--- src/rtl/pcsp_pkg.sv ---
// ----------------------------------------------------------------------------
// PNG chunk stream parser package
// Transfer types, parser state, phase and error codes, and the signature and
// IHDR tag tables shared by the parser modules.
// ----------------------------------------------------------------------------
package pcsp_pkg;

   typedef struct packed {
      logic [7:0] file_byte;
      logic       start_of_file;
   } req_type;

   typedef struct packed {
      logic        idat_valid;
      logic [7:0]  idat_byte;
      logic [31:0] payload_index;
      logic        header_ok;
      logic        end_found;
      logic [3:0]  error_code;
      logic [31:0] frame_width;
      logic [31:0] frame_height;
      logic [1:0]  colour_mode;
   } rsp_type;

   typedef enum logic [3:0] {
      PH_SIG       = 4'd0,
      PH_TAG       = 4'd1,
      PH_WIDTH     = 4'd2,
      PH_HEIGHT    = 4'd3,
      PH_DEPTH     = 4'd4,
      PH_COLOUR    = 4'd5,
      PH_COMP      = 4'd6,
      PH_FILTER    = 4'd7,
      PH_INTERLACE = 4'd8,
      PH_CRC       = 4'd9,
      PH_CLEN      = 4'd10,
      PH_CNAME     = 4'd11,
      PH_IDAT      = 4'd12,
      PH_SKIP      = 4'd13,
      PH_DONE      = 4'd14
   } phase_type;

   localparam logic [3:0] ERR_NONE        = 4'd0;
   localparam logic [3:0] ERR_SIGNATURE   = 4'd1;
   localparam logic [3:0] ERR_IHDR_TAG    = 4'd2;
   localparam logic [3:0] ERR_WIDTH       = 4'd3;
   localparam logic [3:0] ERR_HEIGHT      = 4'd4;
   localparam logic [3:0] ERR_DEPTH       = 4'd5;
   localparam logic [3:0] ERR_COLOUR      = 4'd6;
   localparam logic [3:0] ERR_COMPRESSION = 4'd7;
   localparam logic [3:0] ERR_FILTER      = 4'd8;
   localparam logic [3:0] ERR_INTERLACE   = 4'd9;

   localparam logic [31:0] NAME_IDAT    = 32'h4944_4154;
   localparam logic [31:0] NAME_IEND    = 32'h4945_4E44;
   localparam logic [7:0]  NEEDED_DEPTH = 8'd8;
   localparam logic [31:0] COUNT_TOP    = 32'hFFFF_FFFF;

   typedef struct packed {
      phase_type   phase;
      logic [31:0] pos;
      logic [31:0] clen;
      logic [31:0] cname;
      logic [31:0] width;
      logic [31:0] height;
      logic [1:0]  colour;
      logic [3:0]  error;
      logic [31:0] pcount;
   } state_type;

   localparam state_type STATE_RESET = '{
      phase:  PH_SIG,
      pos:    32'd0,
      clen:   32'd0,
      cname:  32'd0,
      width:  32'd0,
      height: 32'd0,
      colour: 2'd0,
      error:  ERR_NONE,
      pcount: 32'd0
   };

   function automatic logic [7:0] sig_byte(input logic [2:0] idx);
      logic [7:0] val;
      case (idx)
         3'd0:    val = 8'd137;
         3'd1:    val = 8'd80;
         3'd2:    val = 8'd78;
         3'd3:    val = 8'd71;
         3'd4:    val = 8'd13;
         3'd5:    val = 8'd10;
         3'd6:    val = 8'd26;
         3'd7:    val = 8'd10;
         default: val = 8'd0;
      endcase
      return val;
   endfunction

   // IHDR length (13) followed by the name
   function automatic logic [7:0] tag_byte(input logic [2:0] idx);
      logic [7:0] val;
      case (idx)
         3'd0:    val = 8'd0;
         3'd1:    val = 8'd0;
         3'd2:    val = 8'd0;
         3'd3:    val = 8'd13;
         3'd4:    val = 8'd73;
         3'd5:    val = 8'd72;
         3'd6:    val = 8'd68;
         3'd7:    val = 8'd82;
         default: val = 8'd0;
      endcase
      return val;
   endfunction

endpackage

--- src/rtl/pcsp_step.sv ---
// ----------------------------------------------------------------------------
// PNG chunk stream parser byte step
// Next parser state and the result item for one file byte.
// ----------------------------------------------------------------------------
module pcsp_step import pcsp_pkg::*; (
   input  state_type cur,
   input  req_type   data,
   output state_type nxt,
   output rsp_type   rsp
);

   state_type   base;
   logic [7:0]  b;
   logic [31:0] shifted_len;
   logic [31:0] shifted_name;
   logic [31:0] pos_inc;
   logic        last_of_four;
   logic        last_of_eight;
   logic        fwd;
   logic [31:0] idx;

   always_comb begin
      base          = data.start_of_file ? STATE_RESET : cur;
      b             = data.file_byte;
      shifted_len   = {base.clen[23:0], b};
      shifted_name  = {base.cname[23:0], b};
      pos_inc       = base.pos + 32'd1;
      last_of_four  = (base.pos >= 32'd3);
      last_of_eight = (base.pos >= 32'd7);
      nxt           = base;
      fwd           = 1'b0;
      idx           = 32'd0;

      // first error and end of file both freeze the parser
      if (base.error == ERR_NONE && base.phase != PH_DONE) begin
         case (base.phase)
            PH_SIG: begin
               if (b != sig_byte(base.pos[2:0])) begin
                  nxt.error = ERR_SIGNATURE;
               end else if (last_of_eight) begin
                  nxt.phase = PH_TAG;
                  nxt.pos   = 32'd0;
               end else begin
                  nxt.pos = pos_inc;
               end
            end
            PH_TAG: begin
               if (b != tag_byte(base.pos[2:0])) begin
                  nxt.error = ERR_IHDR_TAG;
               end else if (last_of_eight) begin
                  nxt.phase = PH_WIDTH;
                  nxt.pos   = 32'd0;
               end else begin
                  nxt.pos = pos_inc;
               end
            end
            PH_WIDTH: begin
               nxt.clen = shifted_len;
               if (!last_of_four) begin
                  nxt.pos = pos_inc;
               end else begin
                  nxt.width = shifted_len;
                  if (shifted_len == 32'd0) begin
                     nxt.error = ERR_WIDTH;
                  end else begin
                     nxt.phase = PH_HEIGHT;
                     nxt.pos   = 32'd0;
                  end
               end
            end
            PH_HEIGHT: begin
               nxt.clen = shifted_len;
               if (!last_of_four) begin
                  nxt.pos = pos_inc;
               end else begin
                  nxt.height = shifted_len;
                  if (shifted_len == 32'd0) begin
                     nxt.error = ERR_HEIGHT;
                  end else begin
                     nxt.phase = PH_DEPTH;
                     nxt.pos   = 32'd0;
                  end
               end
            end
            PH_DEPTH: begin
               if (b != NEEDED_DEPTH) begin
                  nxt.error = ERR_DEPTH;
               end else begin
                  nxt.phase = PH_COLOUR;
                  nxt.pos   = 32'd0;
               end
            end
            PH_COLOUR: begin
               if (b inside {8'd0, 8'd2}) begin
                  nxt.colour = b[1:0];
                  nxt.phase  = PH_COMP;
                  nxt.pos    = 32'd0;
               end else begin
                  nxt.error = ERR_COLOUR;
               end
            end
            PH_COMP: begin
               if (b != 8'd0) begin
                  nxt.error = ERR_COMPRESSION;
               end else begin
                  nxt.phase = PH_FILTER;
                  nxt.pos   = 32'd0;
               end
            end
            PH_FILTER: begin
               if (b != 8'd0) begin
                  nxt.error = ERR_FILTER;
               end else begin
                  nxt.phase = PH_INTERLACE;
                  nxt.pos   = 32'd0;
               end
            end
            PH_INTERLACE: begin
               if (b > 8'd1) begin
                  nxt.error = ERR_INTERLACE;
               end else begin
                  nxt.phase = PH_CRC;
                  nxt.pos   = 32'd0;
               end
            end
            PH_CRC: begin
               if (last_of_four) begin
                  nxt.phase = PH_CLEN;
                  nxt.pos   = 32'd0;
               end else begin
                  nxt.pos = pos_inc;
               end
            end
            PH_CLEN: begin
               nxt.clen = shifted_len;
               if (last_of_four) begin
                  nxt.phase = PH_CNAME;
                  nxt.pos   = 32'd0;
               end else begin
                  nxt.pos = pos_inc;
               end
            end
            PH_CNAME: begin
               nxt.cname = shifted_name;
               if (!last_of_four) begin
                  nxt.pos = pos_inc;
               end else begin
                  nxt.pos = 32'd0;
                  // IEND wins over length; empty chunks go straight to CRC
                  if (shifted_name == NAME_IEND) begin
                     nxt.phase = PH_DONE;
                  end else if (base.clen == 32'd0) begin
                     nxt.phase = PH_CRC;
                  end else if (shifted_name == NAME_IDAT) begin
                     nxt.phase = PH_IDAT;
                  end else begin
                     nxt.phase = PH_SKIP;
                  end
               end
            end
            PH_IDAT, PH_SKIP: begin
               if (base.phase == PH_IDAT) begin
                  fwd = 1'b1;
                  idx = base.pcount;
                  if (base.pcount != COUNT_TOP) begin
                     nxt.pcount = base.pcount + 32'd1;
                  end
               end
               if (pos_inc >= base.clen) begin
                  nxt.phase = PH_CRC;
                  nxt.pos   = 32'd0;
               end else begin
                  nxt.pos = pos_inc;
               end
            end
            default: begin
            end
         endcase
      end

      rsp.idat_valid    = fwd;
      rsp.idat_byte     = fwd ? b : 8'd0;
      rsp.payload_index = idx;
      rsp.header_ok     = (nxt.error == ERR_NONE) && (nxt.phase >= PH_CRC);
      rsp.end_found     = (nxt.phase == PH_DONE);
      rsp.error_code    = nxt.error;
      rsp.frame_width   = nxt.width;
      rsp.frame_height  = nxt.height;
      rsp.colour_mode   = nxt.colour;
   end

endmodule

--- src/rtl/png_chunk_stream_parser.sv ---
// ----------------------------------------------------------------------------
// PNG chunk stream parser
// Byte-wide PNG front end: header checks and IDAT payload extraction.
// ----------------------------------------------------------------------------
// Usage:
//   req channel: one file byte per transfer; start_of_file marks byte 0 of a
//   new file and restarts the parser on that byte.
//   rsp channel: exactly one result per request byte, in order. idat_valid
//   flags forwarded IDAT payload with its offset in the IDAT data; the header
//   fields, header_ok, end_found and the sticky error code ride along.
//   Path: an accepted byte is held in the input register, then the parse step
//   writes its result into the result register.
//   Throughput: one byte per cycle while rsp_ready stays high; the combinational
//   parse step, whose state feeds back into itself, sets the rate.
//   Reset: both stages empty, parser back in the signature phase with all
//   stored fields and the payload count cleared.
//   Stall: while rsp_ready is low the result holds; one more byte can still
//   be taken into the input register before req_ready drops.
// ----------------------------------------------------------------------------
module png_chunk_stream_parser import pcsp_pkg::*; (
   input  logic    clock,
   input  logic    reset,
   input  logic    req_valid,
   output logic    req_ready,
   input  req_type req_payload,
   output logic    rsp_valid,
   input  logic    rsp_ready,
   output rsp_type rsp_payload
);

   logic      in_valid_ff;
   req_type   in_data_ff;
   state_type state_ff;
   state_type state_in;
   logic      out_valid_ff;
   rsp_type   out_data_ff;
   rsp_type   out_data_in;
   logic      out_load;

   pcsp_step u_step (
      .cur  (state_ff),
      .data (in_data_ff),
      .nxt  (state_in),
      .rsp  (out_data_in)
   );

   assign out_load  = in_valid_ff && (!out_valid_ff || rsp_ready);
   assign req_ready = !in_valid_ff || out_load;

   always_ff @(posedge clock) begin
      if (reset) begin
         in_valid_ff  <= 1'b0;
         out_valid_ff <= 1'b0;
         state_ff     <= STATE_RESET;
      end else begin
         if (req_ready) begin
            in_valid_ff <= req_valid;
         end
         if (out_load) begin
            out_valid_ff <= 1'b1;
            state_ff     <= state_in;
         end else if (rsp_ready) begin
            out_valid_ff <= 1'b0;
         end
      end
   end

   always_ff @(posedge clock) begin
      if (req_valid && req_ready) begin
         in_data_ff <= req_payload;
      end
      if (out_load) begin
         out_data_ff <= out_data_in;
      end
   end

   assign rsp_valid   = out_valid_ff;
   assign rsp_payload = out_data_ff;

   // a held input byte is never dropped
   a_in_hold: assert property (@(posedge clock) disable iff (reset)
      in_valid_ff && !out_load |=> in_valid_ff)
      else $error("input byte lost while result stage stalled");

   // parser state moves only when a byte is parsed
   a_state_hold: assert property (@(posedge clock) disable iff (reset)
      !out_load |=> $stable(state_ff))
      else $error("parser state changed without a parsed byte");

   a_ok_no_err: assert property (@(posedge clock) disable iff (reset)
      rsp_valid |-> !(rsp_payload.header_ok && rsp_payload.error_code != ERR_NONE))
      else $error("header_ok with an error code");

   a_end_ok: assert property (@(posedge clock) disable iff (reset)
      rsp_valid && rsp_payload.end_found |-> rsp_payload.header_ok)
      else $error("end_found without a good header");

   a_idat_zero: assert property (@(posedge clock) disable iff (reset)
      rsp_valid && !rsp_payload.idat_valid |->
         rsp_payload.idat_byte == 8'd0 && rsp_payload.payload_index == 32'd0)
      else $error("payload fields nonzero on a non-IDAT result");

   a_count_step: assert property (@(posedge clock) disable iff (reset)
      out_load && !in_data_ff.start_of_file |->
         state_in.pcount == state_ff.pcount || state_in.pcount == state_ff.pcount + 32'd1)
      else $error("payload count jumped");

endmodule
--- config.mk ---
export PLATFORM = sky130hd
export DESIGN_NAME = png_chunk_stream_parser
export DESIGN_NICKNAME = d
export VERILOG_FILES = /design/src/rtl/pcsp_pkg.sv /design/src/rtl/pcsp_step.sv /design/src/rtl/png_chunk_stream_parser.sv
export SDC_FILE = /design/constraint.sdc
export NUM_CORES = 1
export LEC_CHECK = 0
export BUFFER_PORTS_ARGS = -buffer_cell sky130_fd_sc_hd__buf_2
export CAP_MARGIN = 40
export CORE_ASPECT_RATIO = 1.4
export CORE_MARGIN = 3
export CORE_UTILIZATION = 54
export CTS_CLUSTER_DIAMETER = 80
export DETAILED_ROUTE_END_ITERATION = 10
export PLACE_DENSITY = 0.76
export SYNTH_ARGS = -nofsm -noshare
export SYNTH_HDL_FRONTEND = slang
export SYNTH_SLANG_ARGS = --single-unit
--- constraint.sdc ---
create_clock -name clock -period 4.8 [get_ports clock]
set_input_delay 0.48 -clock clock [delete_from_list [all_inputs] [get_ports clock]]
set_output_delay 0.48 -clock clock [all_outputs]
set_load 0.02 [all_outputs]
==> results of run 1 <==
==> metal layers <==
metal | vias up | share of wire, % | global-route usage (%)
met4 | 0 | 2.6 | 8.09
met2 | 472 | 49 | 44.4
met5 | - | 0 | 0
met3 | 83 | 6.7 | 3.09
met1 | 6367 | 41 | 34.4
li1 | 6310 | - | -
==> worst paths after layout <==
kind,startpoint,endpoint,slack (ns)
worst max-delay path,in_data_ff[0],state_ff[180],0.32
worst min register to register,state_ff[65],state_ff[65],0.45
worst min-delay path,req_payload[1],in_data_ff[1],0.08
worst max register to register,in_data_ff[0],state_ff[180],0.32
==> final cells by class <==
| class | count | area, um^2 | share of cell area, % |
|---|---|---|---|
| tap | 375 | 469 | 2.67 |
| multi-input combinational | 1267 | 7450 | 42.4 |
| timing repair buffer | 160 | 910 | 5.18 |
| sequential | 318 | 7590 | 43.2 |
| clock buffer | 38 | 852 | 4.85 |
| clock inverter | 18 | 200 | 1.14 |
| inverter | 24 | 95.1 | 0.541 |
==> sequential cells by signal, summed over array words and instances (netlist names) <==
name         cells
rsp_valid        1
in_data_ff       9
in_valid_ff      1
state_ff       194
rsp_payload    113
==> synth_stat cells (5+ instances only) <==
master | n | area share [%]
nor4_1 | 24 | 0.96
and3_1 | 22 | 0.88
a31oi_1 | 10 | 0.40
buf_6 | 5 | 0.36
nand2_1 | 274 | 6.6
xnor2_1 | 34 | 1.9
nor2b_1 | 19 | 0.76
edfxtp_1 | 122 | 24
a21o_1 | 5 | 0.24
o2111ai_1 | 5 | 0.28
a211oi_1 | 11 | 0.53
nor4b_1 | 5 | 0.28
buf_1 | 15 | 0.36
mux2i_1 | 52 | 3.3
nand3_1 | 60 | 1.9
nand2b_1 | 7 | 0.28
and4_1 | 5 | 0.28
ha_1 | 39 | 3.1
nor2_1 | 210 | 5.1
a22oi_1 | 62 | 3.0
xor2_1 | 13 | 0.73
dfxtp_1 | 196 | 25
nor3_1 | 22 | 0.71
inv_1 | 23 | 0.55
clkbuf_1 | 78 | 1.9
and2_1 | 42 | 1.7
buf_2 | 15 | 0.48
a21oi_1 | 120 | 3.9
nand4_1 | 18 | 0.72
or2_2 | 8 | 0.32
nor3b_1 | 6 | 0.29
o21ai_0 | 75 | 2.4
o211ai_1 | 9 | 0.43
a32o_1 | 9 | 0.58
or4_1 | 6 | 0.29
==> cell families after synthesis <==
| family | share of synthesized area [%] |
|---|---|
| mux | 3.41 |
| fa+ha+maj | 3.13 |
| compound gates | 14.2 |
| simple gates | 24.0 |
| buf+inv | 3.97 |
| xor+xnor | 2.64 |
| flops | 48.7 |
==> through the flow <==
stage	power, uW	area, um^2	setup slack (ns)	hold slack (ns)	util (%)
global route	5910	17600	-0.00746	0.0609	61.8
global placement	3280	16400	0.237	0.441	57.8
CTS	5750	17500	0.168	0.0572	61.6
floorplan	3170	15600	0.286	0.433	-
finish	5710	17600	0.324	0.0803	61.8
detailed placement	3290	16500	0.184	0.446	57.9
==> critical path: stages (launching register included) <==
cell,delay [ns]
edfxtp_1,0.37
buf_4,0.17
nor2b_1,0.16
ha_1,0.18
nand3_1,0.16
or4_4,0.60
nor3b_4,0.27
nand4_1,0.13
xor2_1,0.21
nor2_1,0.07
ha_1,0.30
nand4_1,0.16
nor4_4,0.36
nand2_1,0.15
a21oi_2,0.18
nor2_2,0.08
a211o_2,0.27
buf_4,0.21
a41oi_1,0.23
a31oi_1,0.07
==> power groups by stage <==
stage / Combinational [uW] / Clock [uW] / Sequential (uW)
floorplan: 185 / 0 / 2980
global placement: 342 / 0 / 2940
detailed placement: 347 / 0 / 2940
CTS: 348 / 2520 / 2880
global route: 377 / 2650 / 2880
finish: 352 / 2480 / 2880
==> what timing repair did <==
| action | 4_1_cts | 5_1_grt |
|---|---|---|
| gates resized for setup | 0 | 9 |
| setup endpoints to repair | 0 | 33 |
| buffers inserted | 0 | 1 |
==> results.tsv, run 1 <==
metric	value	unit
status	finished clean	
crit_type	reg2reg	
coreArea	0.0284	mm^2
grt_pass1_wl	66.2	mm
drtAntennaViolNets	0	
avgSynthCellArea	9.03	um^2
tns	0	ns
period_share	93.2	%
hold_depth	1	
drc	0	
synth.distinct_cells	86	
fin_worst_skew	0.0165	ns
power_frac_comb	6.2	%
nets	1853	
clkLatencyLatePin	0.58	ns
synth_edf_count	122	
antenna_found_initial	0	
clkTransAtPathRegs	0.06	ns
synthFlopType	dfxtp_1	
dp.cells	2143	
slew_viol_final	0	
routabilityCongestion	0.943	
crit_arrival	4.91	ns
power_frac_seq	50.4	%
clockPowerShare	43.4	%
drive_gt1_share	14.6	%
syn-num-nets	1778	
finalNonFillerCells	2200	
layout_commonest_cell	nand2_1	
max-clock-path-buffers	3	
yosysWarnings	0	
hpwl	27.4	mm
vias	13232	
irDropWorstVdd	322	uV
firstDrtPassIters	5	
swShare	23.7	%
grt_pass1_vias	12620	
most-common-layout-cells	274 x nand2_1, 209 x nor2_1, 196 x dfxtp_1	
seq_area_frac_synth	48.7	%
crit_fanout	21	
start_util	54.9	%
areaGrowthSynthToFinish	12.7	%
startpoint_type	register	
hold_class	in2reg	
wl_per_cell	18.6	um
hold_viol_final	0	
worstRegToRegCells	19	
p_int	4360	uW
max_freq	223	MHz
finalCriticalPeriod	4.48	ns
rows	73	
netlist_instances	1726	
tightest_slew	0.876	ns
portBuffers	127	
dieHeight	207	um
power_switching	1350	uW
viasPerCell	6.01	
grtUsageTotal	25.9	%
setup_viol	0	
ios	128	
maxSlewHeadroom	41.6	%
fill_cells	2385	
dieArea	0.0310	mm^2
gr-total-overflow	0	
numCtsBuffers	30	
fp.dieW	150	um
cellPowerDensity	325	mW/mm^2
ctsHoldBuffers	0	
grt_max_degree	86	
cts_sinks	318	
clockRootBuffer	clkbuf_16	
endpoint_kind	register	
ys_ff_latch	318	
asyncSetResetFlopFracSynth	0	%
p_leak	0.00612	uW
maxCapViolations	0	
cts_tree	built	
drt_iter0_drc	1163	
antennaDiodeCount	0	
wl	41.0	mm
syn-cell-area	0.0156	mm^2
crit_required	5.24	ns
h-tree-depth	1	
Power figures use the tool's default switching activity.
==> inputs of run 2 (changes only) <==
==> constraint.sdc (replaced) <==
create_clock -name clock -period 3.9 [get_ports clock]
set_input_delay 0.39 -clock clock [delete_from_list [all_inputs] [get_ports clock]]
set_output_delay 0.39 -clock clock [all_outputs]
set_load 0.02 [all_outputs]
==> run 2 against run 1 <==
Against the previous run:
- the flow now finishes with violations (negative setup slack)
- highest routed layer unchanged
- clock skew decreased by 0.0045 ns
- core utilization increased by 3.3 points
- worst setup slack got worse by 0.60 ns
- cell count increased by 3.9%
- clock-buffer cell count decreased by 3
- combinational power increased by 35%
- total power increased by 27%
- sequential share of layout area decreased by 2.2 points
- global-route usage increased by 2.0 points
- via count increased by 3.0%
- maximum frequency increased by 7.1%
- non-clock buffer count increased by 84
- critical endpoint is now state_ff[200]
==> results.tsv, run 2 (synthesis results as in run 1) <==
metric	value	unit	change
crit_fanout	6		-71%
violations	negative setup slack		
slew_viol_final	0		unchanged
drive_gt1_share	19.2	%	+4.6 points
viasPerCell	5.96		-0.84%
cts_sinks	318		unchanged
crit_start	in_data_ff[0]		
power_frac_seq	48.8	%	-1.6 points
rr_startpoint	in_data_ff[0]		
hold_viol_final	0		unchanged
finalNonFillerCells	2285		+3.9%
setup_viol	36		+36
routed.top_layer	met4		
cellPowerDensity	392	mW/mm^2	+21%
crit_chain	and2b_2, and4_4, nand4_4, or3b_4, buf_6, or3_4, a21oi_2, ha_1, nand4_1, nor4_2, buf_4, a221oi_4, nand3_2, o21ai_2, a32oi_1, buf_4, buf_4, buf_6, a211oi_2		
drt_iter0_drc	1082		-7.0%
wl	44.3	mm	+8.2%
gr-total-overflow	0		unchanged
p_int	5520	uW	+27%
max_freq	239	MHz	+7.1%
fp.dieW	150	um	unchanged
dieHeight	207	um	unchanged
whs_endpoint	in_valid_ff		
maxSlewHeadroom	42.2	%	+0.59 points
regMostFlops	state_ff		
numCtsBuffers	31		+3.3%
firstDrtPassIters	5		unchanged
nets	1938		+4.6%
vias	13628		+3.0%
rows	73		unchanged
p_leak	0.00660	uW	+7.9%
h-tree-depth	1		unchanged
wl_met3	2.77	mm	+0.84%
clockPowerShare	44.6	%	+1.2 points
startpoint_type	register		
grt_max_degree	104		+21%
power_frac_comb	6.6	%	+0.4 points
wl_met1	17.4	mm	+2.7%
hpwl	30.1	mm	+10%
antenna_found_initial	1		+1
drtAntennaViolNets	0		unchanged
maxCapViolations	0		unchanged
dp.cells	2209		+3.1%
critPathSlowestCell	edfxtp_1		
min-delay-start	req_valid		
grt_pass1_wl	70.0	mm	+5.7%
largest_reg_flops	194		unchanged
rsz0062_at_grt	true		
drc	0		unchanged
routabilityCongestion	0.959		+1.7%
crit_arrival	4.67	ns	-0.24 ns
fill_cells	2291		-3.9%
worst_slack	-0.277	ns	-0.602 ns
clockRootBuffer	clkbuf_16		
power_switching	1740	uW	+28%
crit_required	4.39	ns	-0.85 ns
dieArea	0.0310	mm^2	unchanged
critPathMostFrequentCell	buf_4		
timing.rr.end	state_ff[200]		
areaGrowthSynthToFinish	18.8	%	
swShare	23.9	%	+0.22 points
period_share	107	%	+14 points
max-clock-path-buffers	3		unchanged
clkTransAtPathRegs	0.07	ns	about the same
crit_type	reg2reg		
start_util	54.9	%	unchanged
cts_tree	built		
tns	-6.40	ns	-6.40 ns
wl_met2	21.8	mm	+7.7%
worstRegToRegCells	19		unchanged
ios	128		unchanged
antennaDiodeCount	0		unchanged
finalCriticalPeriod	4.18	ns	-0.298 ns
fin_worst_skew	0.0120	ns	-0.00449 ns
tightest_slew	0.867	ns	-0.00885 ns
endpoint_kind	register		
coreArea	0.0284	mm^2	unchanged
layout_commonest_cell	nand2_1		
wl_per_cell	19.4	um	+4.2%
hold_class	in2reg		
status	complete, but fails checks		
grtUsageTotal	28.0	%	+2.0 points
reg2reg_slack	-0.28	ns	-0.60 ns
irDropWorstVdd	300	uV	-6.7%
hold_depth	3		+2
clkLatencyLatePin	0.57	ns	about the same
portBuffers	127		unchanged
crit_path_max_incr_delay	0.48	ns	-0.12 ns
grt_pass1_vias	13023		+3.2%
most-common-layout-cells	273 x nand2_1, 209 x nor2_1, 196 x dfxtp_1		
-- run 2: changes by cell type in the layout (fill, tap and decap cells not counted), sizes merged, moves of 3 or more --
| cell | previous run | this run |
|---|---|---|
| buf | 160 | 236 |
| dlygate4sd3 | 0 | 8 |
| inv | 24 | 29 |
| bufinv | 3 | 6 |
| clkbuf | 38 | 35 |
-- run 2: cell type report --
class | count | area, um^2 | area share [%]
Multi-Input combinational cell | 1267 | 7640 | 41.3
Sequential cell | 318 | 7590 | 41.0
Timing Repair Buffer | 244 | 1620 | 8.76
Clock buffer | 35 | 801 | 4.33
Tap cell | 375 | 469 | 2.53
Clock inverter | 22 | 293 | 1.58
Inverter | 24 | 95.1 | 0.514
-- run 2: routing by layer --
layer | track usage [%] | vias to the layer above
met5 | 0 | -
met4 | 14.1 | 0
met3 | 3.87 | 122
met2 | 47.3 | 514
met1 | 34.7 | 6518
li1 | - | 6474
-- run 2: how the worst max path moves through the flow --
stage / endpoint / depth (start not counted)
floorplan: rsp_payload[70] / 18
finish: state_ff[200] / 19
global placement: state_ff[189] / 16
detailed placement: rsp_payload[71] / 17
global route: state_ff[174] / 18
CTS: state_ff[194] / 19
-- run 2: metrics by stage --
stage / utilization [%] / cell area [um^2] / total power (uW) / setup WS [ns] / hold slack (ns)
after global routing: 65.2 / 18500 / 7470 / -0.514 / 0.0419
after CTS: 64.7 / 18400 / 7280 / -0.205 / 0.0121
after floorplan: - / 15700 / 3900 / -0.144 / 0.433
after detailed placement: 60.1 / 17100 / 4070 / -0.334 / 0.447
after global placement: 60.0 / 17000 / 4060 / -0.170 / 0.441
final: 65.2 / 18500 / 7260 / -0.277 / 0.0326
-- run 2: power by group through the flow --
stage	Combinational (uW)	Sequential [uW]	Clock, uW
after global placement	451	3610	0
after detailed placement	455	3620	0
after CTS	468	3540	3270
final	476	3540	3240
after global routing	506	3550	3420
after floorplan	230	3670	0
-- run 2: repair_timing --
item,in CTS,in global routing
hold buffers,8,0
cloned,0,0
pin swaps,8,13
setup endpoints to repair,32,38
gates resized for setup,20,18
endpoints found under the hold margin,8,0
setup buffers,5,7
-- run 2: worst max-delay path, delay by kind of cell, from the launching register on --
family,cells,cell delay (ns)
AO/OA/AOI/OAI,5,0.81
adder cells (fa/ha/maj),1,0.26
buffers and inverters,5,0.72
flip-flops,1,0.48
AND/OR/NAND/NOR,8,1.82
==> inputs of run 3 (changes only) <==
--- a/config.mk
+++ b/config.mk
@@ -9,10 +9,11 @@
 export CAP_MARGIN = 40
 export CORE_ASPECT_RATIO = 1.4
 export CORE_MARGIN = 3
-export CORE_UTILIZATION = 54
+export CORE_UTILIZATION = 56
 export CTS_CLUSTER_DIAMETER = 80
 export DETAILED_ROUTE_END_ITERATION = 10
-export PLACE_DENSITY = 0.76
+export PLACE_DENSITY = 0.77
 export SYNTH_ARGS = -nofsm -noshare
 export SYNTH_HDL_FRONTEND = slang
+export SYNTH_HIERARCHICAL = 1
 export SYNTH_SLANG_ARGS = --single-unit
==> run 3 against run 2 <==
Against the previous run:
- the flow still finishes with violations (negative setup slack)
- worst hold slack got worse by 0.0082 ns
- sequential cell count unchanged
- via count increased by 17%
- critical path depth increased by 2
- largest cell class unchanged
==> results.tsv, run 3 <==
metric	value	unit	change
nets	2353		+21%
drive_gt1_share	17.6	%	-1.6 points
startpoint_type	register		
hold_viol_final	0		unchanged
h-tree-depth	1		unchanged
cts_tree	built		
syn-num-nets	2228		+25%
multi_input_area	0.0106	mm^2	+38%
fp.dieW	163	um	+9.1%
drc	0		unchanged
dpl_worst_slack	-0.987	ns	-0.653 ns
vias	15946		+17%
largest_reg_flops	194		unchanged
final_util	64.3	%	-0.88 points
min-delay-start	req_payload[0]		
hold_class	in2reg		
clockPowerShare	42.3	%	-2.3 points
rsz0062_at_grt	true		
placed_area	0.0206	mm^2	+21%
rows	80		+9.6%
fin_worst_skew	0.0182	ns	+0.00623 ns
violations	negative setup slack		
netlist_instances	2176		+26%
coreArea	0.0341	mm^2	+20%
endpoint_kind	register		
wl_per_cell	17.8	um	-8.3%
crit_type	reg2reg		
regMostFlops	state_ff		
reg2reg_slack	-0.87	ns	-0.60 ns
p_leak	0.00789	uW	+19%
tightest_slew	0.815	ns	-0.0525 ns
viasPerCell	5.74		-3.7%
antenna_found_initial	0		-1
dieHeight	226	um	+9.2%
worst_slack	-0.875	ns	-0.597 ns
status	complete, but fails checks		
layout_commonest_cell	nand2b_1		
firstDrtPassIters	6		+1
numCtsBuffers	31		unchanged
syn-cell-area	0.0194	mm^2	+24%
finalNonFillerCells	2776		+21%
antennaDiodeCount	0		unchanged
most-common-layout-cells	400 x nand2b_1, 294 x nand2_1, 219 x mux2i_1		
cellPowerDensity	322	mW/mm^2	-18%
cts_sinks	318		unchanged
maxSlewHeadroom	45.7	%	+3.5 points
drt_iter0_drc	1730		+60%
dp.cells	2700		+22%
portBuffers	127		unchanged
grt_pass1_vias	15439		+19%
dieArea	0.0369	mm^2	+19%
wl	49.4	mm	+11%
final_cell_area	0.0219	mm^2	+19%
power	7070	uW	-2.5%
power_frac_comb	7.7	%	+1.1 points
fill_cells	2722		+19%
setup_viol	36		unchanged
worstRegToRegCells	21		+2
period_share	122	%	+15 points
maxCapViolations	0		unchanged
irDropWorstVdd	340	uV	+13%
crit_fanout	16		+10
max_freq	209	MHz	-13%
routabilityCongestion	0.919		-4.2%
start_util	56.8	%	+1.9 points
ios	128		unchanged
power_switching	1680	uW	-3.2%
crit_arrival	5.20	ns	+0.53 ns
crit_start	in_data_ff[0]		
p_int	5390	uW	-2.3%
seq_area	0.00759	mm^2	unchanged
gr-total-overflow	0		unchanged
clkLatencyLatePin	0.58	ns	about the same
swShare	23.8	%	-0.17 points
hold_depth	1		-2
rr_startpoint	in_data_ff[0]		
slew_viol_final	0		unchanged
max-clock-path-buffers	3		unchanged
grt_pass1_wl	79.5	mm	+14%
avgSynthCellArea	8.91	um^2	-1.3%
drtAntennaViolNets	0		unchanged
grt_max_degree	157		+51%
clockRootBuffer	clkbuf_16		
areaGrowthSynthToFinish	13.2	%	
clkTransAtPathRegs	0.07	ns	about the same
power_frac_seq	49.9	%	+1.1 points
crit_required	4.33	ns	-0.06 ns
yosysWarnings	6		+6
finalCriticalPeriod	4.77	ns	+0.597 ns
hpwl	33.7	mm	+12%
grtUsageTotal	26.2	%	-1.8 points
==> run 3: layer usage <==
layer	global-route usage [%]	routed length, um
met3	2.95	2930
met2	44.9	24300
met5	0	0
met1	33.5	20300
met4	10.9	1900
==> run 3: per-stage QoR <==
stage	hold slack, ns	TNS (ns)
2_1_floorplan	0.444	-33.15
3_3_place_gp	0.454	-26.93
3_5_place_dp	0.465	-32.35
4_1_cts	0.0138	-26.82
5_1_grt	0.0197	-34.68
6_report	0.0244	-28.99
==> run 3: repair_timing <==
action / CTS / global route
buffers inserted: 5 / 6
pin swaps: 6 / 4
hold buffers: 8 / 0
endpoints found under the setup margin: 41 / 57
hold endpoints to repair: 8 / 0
resized for setup: 10 / 19
==> run 3: layout make-up <==
cell class                      count  share of cell area [%]
Inverter                           24                   0.411
Tap cell                          451                    2.57
Clock buffer                       42                    3.91
Timing Repair Buffer              309                    9.77
Multi-Input combinational cell   1617                    48.1
Clock inverter                     15                   0.650
Sequential cell                   318                    34.6
==> run 3: worst paths after layout <==
kind	endpoint
setup / recovery	state_ff[171]
hold / removal	in_data_ff[0]
setup reg to reg	state_ff[171]
hold reg to reg	state_ff[39]
==> run 3: power by group through the flow <==
stage | Sequential [uW] | Clock (uW) | Combinational, uW
after global placement | 3600 | 0 | 524
final | 3530 | 2990 | 546
after floorplan | 3680 | 0 | 322
after CTS | 3530 | 3040 | 538
after global routing | 3540 | 3170 | 575
after detailed placement | 3610 | 0 | 529
==> run 3: worst max-delay path, cell delays in order (launching register included) <==
cell       delay [ns]
edfxtp_1         0.50
nor2b_2          0.23
ha_4             0.17
nand4_4          0.07
or4b_4           0.58
or4_4            0.46
nor4_4           0.22
and3_1           0.22
xnor2_1          0.13
nor2_2           0.07
ha_1             0.29
nand4_1          0.15
nor4b_4          0.34
o2111ai_2        0.19
nand4_1          0.20
o211ai_1         0.17
buf_6            0.21
buf_6            0.13
o211ai_1         0.07
o21ai_1          0.08
nand2b_1         0.07
mux2i_1          0.06
